==> src/hw/rtl/xrld_pkg.sv <==
`default_nettype none

package xrld_pkg;

    localparam int unsigned RUN_W   = 16;
    localparam int unsigned COUNT_W = 17;
    localparam int unsigned TOK_MAX = 7;
    localparam int unsigned IDX_W   = 3;

    localparam logic [RUN_W-1:0]   MAX_REGION_BYTES = 16'd65535;
    localparam logic [RUN_W-1:0]   RUN_SPLIT        = 16'h8000;
    localparam logic [RUN_W-1:0]   SHORT_MAX        = 16'h007f;
    localparam logic [COUNT_W-1:0] COUNT_MAX        = 17'h1ffff;
    localparam logic [23:0]        SPLIT_TOKEN      = 24'hffff00;

    // saturating add of this item's byte count
    function automatic logic [COUNT_W-1:0] count_add(
        input logic [COUNT_W-1:0] base,
        input logic [IDX_W-1:0]   incr
    );
        logic [COUNT_W:0] sum;
        begin
            sum = {1'b0, base} + {{(COUNT_W+1-IDX_W){1'b0}}, incr};
            count_add = sum[COUNT_W] ? COUNT_MAX : sum[COUNT_W-1:0];
        end
    endfunction

endpackage

`default_nettype wire

==> src/hw/rtl/xor_run_length_diff_encoder.sv <==
`default_nettype none

// XOR run-length difference encoder.
// Input channel (i_s_*): one item per byte pair, current byte in tdata[7:0],
// snapshot byte in tdata[15:8], tlast marks the last pair of a region.
// Output channel (o_m_*): one item per encoded byte. tdata[7:0] is the byte,
// tdata[24:8] the region's total encoded length (only on the end item),
// tuser[0] says the byte is real, tuser[1] marks end of region, tlast marks
// the last result of the input item.
// An input item is encoded in the cycle it is accepted and lands in a token
// buffer; the buffer hands one token per cycle to the output register while
// the receiver is ready, and each result is registered there in turn.
// An item that yields no result (equal bytes, not last) skips the buffer; an
// item yielding k results holds it until its last token moves out, and the
// next item is accepted in that cycle. The single output register drains one
// token a cycle while the receiver is ready, which sets the rate.
// Reset clears the run and byte counters and the buffer and output valid flags.
// When the receiver stalls, the output register holds, the buffer holds,
// and the input stops being ready once the buffer is full; nothing is dropped.
module xor_run_length_diff_encoder
    import xrld_pkg::*;
(
    input  wire logic        i_clk,
    input  wire logic        i_rst_n,
    input  wire logic        i_s_tvalid,
    output logic             o_s_tready,
    input  wire logic [15:0] i_s_tdata,   // current_byte, previous_byte
    input  wire logic        i_s_tlast,   // final_item
    output logic             o_m_tvalid,
    input  wire logic        i_m_tready,
    output logic [31:0]      o_m_tdata,   // diff_byte, region_len, zero fill
    output logic [1:0]       o_m_tuser,   // byte_valid, end_of_stream
    output logic             o_m_tlast    // last_of_run
);

    // running state
    logic [RUN_W-1:0]   r_zero_run, n_zero_run;
    logic [COUNT_W-1:0] r_count, n_count;

    // token buffer for one item
    logic                 r_buf_valid, n_buf_valid;
    logic [8*TOK_MAX-1:0] r_tok;
    logic [IDX_W-1:0]     r_k;
    logic [IDX_W-1:0]     r_idx, n_idx;
    logic                 r_bvalid;
    logic                 r_fin;
    logic [COUNT_W-1:0]   r_len;

    // output register
    logic               r_out_valid, n_out_valid;
    logic [7:0]         r_out_byte;
    logic               r_out_bvalid;
    logic               r_out_last;
    logic               r_out_eos;
    logic [COUNT_W-1:0] r_out_len;

    // encode
    logic [7:0]         x;
    logic               fin;
    logic               big;
    logic [RUN_W-1:0]   j;
    logic [RUN_W-1:0]   m;
    logic               has_run;
    logic               two;
    logic [31:0]        s1;
    logic [IDX_W-1:0]   rn;
    logic [8*TOK_MAX-1:0] tok;
    logic [IDX_W-1:0]   k;
    logic [IDX_W-1:0]   nbytes;
    logic [COUNT_W-1:0] sum_count;

    logic in_acc;
    logic load;
    logic issue;
    logic buf_last;
    logic [7:0] cur_tok;

    assign x   = i_s_tdata[7:0] ^ i_s_tdata[15:8];
    assign fin = i_s_tlast;

    always_comb begin
        big     = r_zero_run > RUN_SPLIT;
        j       = big ? (r_zero_run - RUN_SPLIT) : r_zero_run;
        has_run = (j != '0);
        m       = j - 16'd1;
        two     = m > SHORT_MAX;
        if (!has_run) begin
            s1 = {24'd0, x};
            rn = 3'd0;
        end else if (!two) begin
            s1 = {8'd0, x, m[7:0], 8'h00};
            rn = 3'd2;
        end else begin
            s1 = {x, m[14:7], 1'b1, m[6:0], 8'h00};
            rn = 3'd3;
        end
        if (x == 8'd0) begin
            // end-only result on an equal final byte
            tok    = '0;
            k      = 3'd1;
            nbytes = 3'd0;
        end else begin
            tok    = big ? {s1, SPLIT_TOKEN} : {24'd0, s1};
            k      = (big ? 3'd3 : 3'd0) + rn + 3'd1;
            nbytes = k;
        end
        sum_count = count_add(r_count, nbytes);
    end

    // handshake
    assign cur_tok  = r_tok[{r_idx, 3'b000} +: 8];
    assign buf_last = (r_idx == r_k - 3'd1);
    assign issue    = r_buf_valid && (!r_out_valid || i_m_tready);
    assign o_s_tready = !r_buf_valid || (issue && buf_last);
    assign in_acc   = i_s_tvalid && o_s_tready;
    assign load     = in_acc && ((x != 8'd0) || fin);

    always_comb begin
        n_zero_run = r_zero_run;
        n_count    = r_count;
        if (in_acc) begin
            if (x == 8'd0) begin
                if (r_zero_run < MAX_REGION_BYTES) begin
                    n_zero_run = r_zero_run + 16'd1;
                end
            end else begin
                n_zero_run = '0;
            end
            n_count = sum_count;
            if (fin) begin
                n_zero_run = '0;
                n_count    = '0;
            end
        end
    end

    always_comb begin
        n_buf_valid = r_buf_valid;
        n_idx       = r_idx;
        if (issue) begin
            if (buf_last) begin
                n_buf_valid = 1'b0;
            end else begin
                n_idx = r_idx + 3'd1;
            end
        end
        if (load) begin
            n_buf_valid = 1'b1;
            n_idx       = '0;
        end
        n_out_valid = r_out_valid;
        if (issue) begin
            n_out_valid = 1'b1;
        end else if (i_m_tready) begin
            n_out_valid = 1'b0;
        end
    end

    always_ff @(posedge i_clk) begin
        if (!i_rst_n) begin
            r_zero_run  <= '0;
            r_count     <= '0;
            r_buf_valid <= 1'b0;
            r_idx       <= '0;
            r_out_valid <= 1'b0;
        end else begin
            r_zero_run  <= n_zero_run;
            r_count     <= n_count;
            r_buf_valid <= n_buf_valid;
            r_idx       <= n_idx;
            r_out_valid <= n_out_valid;
        end
    end

    // payload, no reset
    always_ff @(posedge i_clk) begin
        if (load) begin
            r_tok    <= tok;
            r_k      <= k;
            r_bvalid <= (x != 8'd0);
            r_fin    <= fin;
            r_len    <= sum_count;
        end
        if (issue) begin
            r_out_byte   <= cur_tok;
            r_out_bvalid <= r_bvalid;
            r_out_last   <= buf_last;
            r_out_eos    <= buf_last && r_fin;
            r_out_len    <= (buf_last && r_fin) ? r_len : '0;
        end
    end

    assign o_m_tvalid = r_out_valid;
    assign o_m_tdata  = {7'd0, r_out_len, r_out_byte};
    assign o_m_tuser  = {r_out_eos, r_out_bvalid};
    assign o_m_tlast  = r_out_last;

    // checks
    a_idx_in_range: assert property (@(posedge i_clk) disable iff (!i_rst_n)
        r_buf_valid |-> (r_idx < r_k))
        else $error("token index past item end");

    a_eos_is_last: assert property (@(posedge i_clk) disable iff (!i_rst_n)
        (r_out_valid && r_out_eos) |-> r_out_last)
        else $error("end of region not on last result");

    a_empty_only_at_end: assert property (@(posedge i_clk) disable iff (!i_rst_n)
        (r_out_valid && !r_out_bvalid) |-> (r_out_eos && r_out_byte == 8'd0))
        else $error("end-only result outside region end");

    a_no_load_over_busy: assert property (@(posedge i_clk) disable iff (!i_rst_n)
        (r_buf_valid && !issue) |-> !in_acc)
        else $error("item accepted while token buffer busy");

endmodule

`default_nettype wire
==> config.mk <==
export PLATFORM = sky130hd
export DESIGN_NAME = xor_run_length_diff_encoder
export DESIGN_NICKNAME = d
export VERILOG_FILES = /design/src/hw/rtl/xrld_pkg.sv /design/src/hw/rtl/xor_run_length_diff_encoder.sv
export SDC_FILE = /design/constraint.sdc
export NUM_CORES = 1
export LEC_CHECK = 0
export BUFFER_PORTS_ARGS = -buffer_cell sky130_fd_sc_hd__clkbuf_2
export CORE_MARGIN = 5
export CORE_UTILIZATION = 26
export DETAILED_ROUTE_END_ITERATION = 16
export GPL_ROUTABILITY_DRIVEN = 0
export PLACE_DENSITY = 0.43
export SKIP_CTS_REPAIR_TIMING = 1
export SYNTH_ARGS = -nofsm -noshare
export SYNTH_HDL_FRONTEND = slang
export SYNTH_SLANG_ARGS = --single-unit
==> constraint.sdc <==
create_clock -name i_clk -period 12.23 [get_ports i_clk]
set_clock_uncertainty 0.05 [all_clocks]
set_input_delay 0 -clock i_clk [delete_from_list [all_inputs] [get_ports i_clk]]
set_output_delay 0 -clock i_clk [all_outputs]
set_load 0.02 [all_outputs]
==> flow_summary.ini <==
[clocking]
clkLatencyLatePin_ns = 0.42
clock-sinks = 144
cts_root_buf = clkbuf_16
clk_pin_slew_ns = 0.07
cts_made_buffers = 17
cts.path.max_buffers = 2
cts_tree = done
htreeDepth = 4

[power_and_ir_drop]
leakagePower_nw = 3.08
p_comb_frac = 0.069
power.switching_mw = 0.289
p_sw_frac = 0.252
power_density_nw_per_um2 = 140
seq_power_share = 0.483
power.internal_mw = 0.860
clockPowerShare = 0.448
peakVddDrop_uv = 94.9
total_power_mw = 1.15

[routing]
drt_iter0_markers = 311
drt-total-wl_um = 17500
ant_nets = 0
route.detailed.drc = 0
wl_per_cell_um = 17.1
routed-via-count = 4915
routed_via_density = 4.80
first_pass_iters = 6

[place]
hpwlAfterDp_um = 11900
dp_slack_ns = 6.14
dp_cells = 989
io_buffers = 50

[global_route]
grt_remaining_overflow = 0
grtUsageTotal = 0.116
grt_antenna_before_repair = 0
grt_pass1_vias = 4919
grt_max_degree = 79
grt_pass1_wl_um = 27900

[setup_path]
worst_r2r_endpoint = r_count[4]
required_ns = 12.55
rrSetupSlack_ns = 6.02
worst-path-max-fanout = 22
start_kind = register
reg2reg_depth = 17
end_kind = register
critPathArrivalTime_ns = 6.53
crit_type = register to register
timing.rr.start = r_zero_run[0]

[floorplan]
ioPinCount = 58
die_y_um = 175
die_w_um = 175
initial_core_util = 0.264
core_area_sq_um = 27000
num_rows = 60
die-area_sq_um = 30700

[timing]
fin_crit_ns = 6.21
fmax_mhz = 161
rsz0062_at_grt = no
setup-violations-final = 0
worst_slack_ns = 6.02
hold_violations = 0
relSlewSlack = 0.320
slew_viol_final = 0
setup_tns_ns = 0
post-route-period-util = 0.508
worst_slew_pin_slew_ns = 1.02

[synth]
seq_area_frac_synth = 0.555
synth_edf_count = 106
ys_seq_elements = 144
yosys.cell_types.count = 66
postSynth.asyncResetShare = 0
syn_avg_cell_area_sq_um = 11.2
synthFlopType = edfxtp_1
synth_cells = 635
yosysWarningCount = 0
synth_area_sq_um = 7100

[finish]
antenna_cells = 0
final_common_cell = edfxtp_1
multi_input_area_sq_um = 2870
seqCellArea_sq_um = 3940
layout_common_cells = edfxtp_1, nor2_1, clkbuf_2
nNetsFinal = 702
fin_cells = 1024
final_util = 0.305
synthToLayoutAreaGrowth_pct = 15.8
fillers = 2719
drive_above_1_share = 0.182

[hold_path]
hold_path_class = input port to register
min_from = i_s_tdata[7]
holdPathStages = 3
worstHoldEndpoint = r_tok[55]

[run_status]
status = complete, no violations

[job]
max_cap_violations = 0
==> state kept, by name, indices dropped and copies added, names as in the netlist, 3 cells and up <==
name,cells
r_count,17
r_idx,3
r_k,3
r_len,17
r_out_byte,8
r_out_len,17
r_tok,56
r_zero_run,16
==> power groups by stage <==
| stage | combinational, mW | sequential, mW | clock [mW] |
|---|---|---|---|
| 2_1_floorplan | 0.0468 | 0.573 | 0 |
| 3_3_place_gp | 0.0792 | 0.565 | 0 |
| 3_5_place_dp | 0.0799 | 0.566 | 0 |
| 4_1_cts | 0.0801 | 0.556 | 0.527 |
| 5_1_grt | 0.0868 | 0.557 | 0.548 |
| 6_report | 0.0789 | 0.555 | 0.515 |
==> through the flow <==
step                hold WS, ns  area, sq um
floorplan                0.0489         7120
global placement          0.255         7610
detailed placement        0.266         7610
CTS                      -0.191         8190
global route             0.0664         8220
finish                   0.0476         8220
==> how the worst max path moves through the flow <==
| stage | start | endpoint | slack, ns | depth (start not counted) |
|---|---|---|---|---|
| after detailed placement | r_zero_run[0] | r_count[4] | 6.14 | 17 |
| final | r_zero_run[0] | r_count[4] | 6.02 | 17 |
| after global routing | r_zero_run[0] | r_count[11] | 5.61 | 17 |
| after floorplan | r_k[0] | r_bvalid | 6.27 | 8 |
| after CTS | r_zero_run[0] | r_count[4] | 6.11 | 17 |
| after global placement | r_zero_run[0] | r_count[4] | 6.47 | 17 |
==> area by class of cell <==
cell class | instances | share of cell area
multi-input cells | 430 | 0.349
inverters | 16 | 0.00730
flip-flops and latches | 144 | 0.480
clock inverters | 15 | 0.0186
well taps | 341 | 0.0519
repair buffers | 61 | 0.0414
clock buffers | 17 | 0.0517
==> routing by layer <==
layer / vias up / part of all wire / global-route usage / wire length (um)
li1: 2377 / - / - / -
met5: - / 0 / 0 / 0
met4: 0 / 0.011 / 0.0340 / 201
met3: 13 / 0.036 / 0.0303 / 637
met2: 90 / 0.47 / 0.183 / 8250
met1: 2435 / 0.48 / 0.156 / 8450
==> worst max-delay path, stage by stage, from the launching register on <==
cell and delay (ns):
dfxtp_1 0.41, inv_1 0.17, ha_1 0.31, or3b_2 0.50, or4_4 0.48, xnor2_4 0.16
nor4b_4 0.38, o21ai_0 0.38, nand2_1 0.18, ha_1 0.18, fa_1 0.43, nor2_1 0.23
ha_1 0.22, a211oi_1 0.06, nor3_1 0.52, nand3_1 0.78, a41oi_1 0.49, o221a_2 0.22
==> cells in the mapped netlist, drive strengths merged (2+ instances only) <==
cell type	number	area, sq um
mux2	2	22.5
dfxtp	38	761
a32o	8	80.1
nor2	92	345
a31o	3	26.3
or2	4	25.0
o31ai	2	15.0
nor3	16	80.1
xnor2	35	325
o221ai	3	26.3
a31oi	7	43.8
nand3	17	85.1
inv	16	60.1
xor2	11	96.3
nand2	39	149
nand4	6	37.5
edfxtp	106	3180
a22oi	3	22.5
a21oi	28	140
and2	7	46.3
nor4b	2	32.5
mux4	8	180
nor2b	8	50.1
ha	9	113
o221a	4	45.0
mux2i	9	90.1
a21boi	5	37.5
a41oi	4	35.0
o22ai	3	18.8
or4	6	56.3
and3	21	131
a21o	2	15.0
fa	2	40.0
nand2b	4	32.5
nor4	7	43.8
and4	6	52.6
clkbuf	28	105
buf	23	153
o211ai	2	15.0
nor3b	5	37.5
o21ai	21	105
==> logic make-up after synthesis <==
kind of cell	count (synthesis)	synth area share
adder cells (fa/ha/maj)	11	0.0215
XOR/XNOR	47	0.0627
multiplexers	19	0.0412
other	1	0.000528
flip-flops	144	0.555
AND/OR/NAND/NOR	244	0.175
buffers and inverters	67	0.0447
AO/OA/AOI/OAI	102	0.0994
No activity file was read; power rests on OpenSTA's default activity.
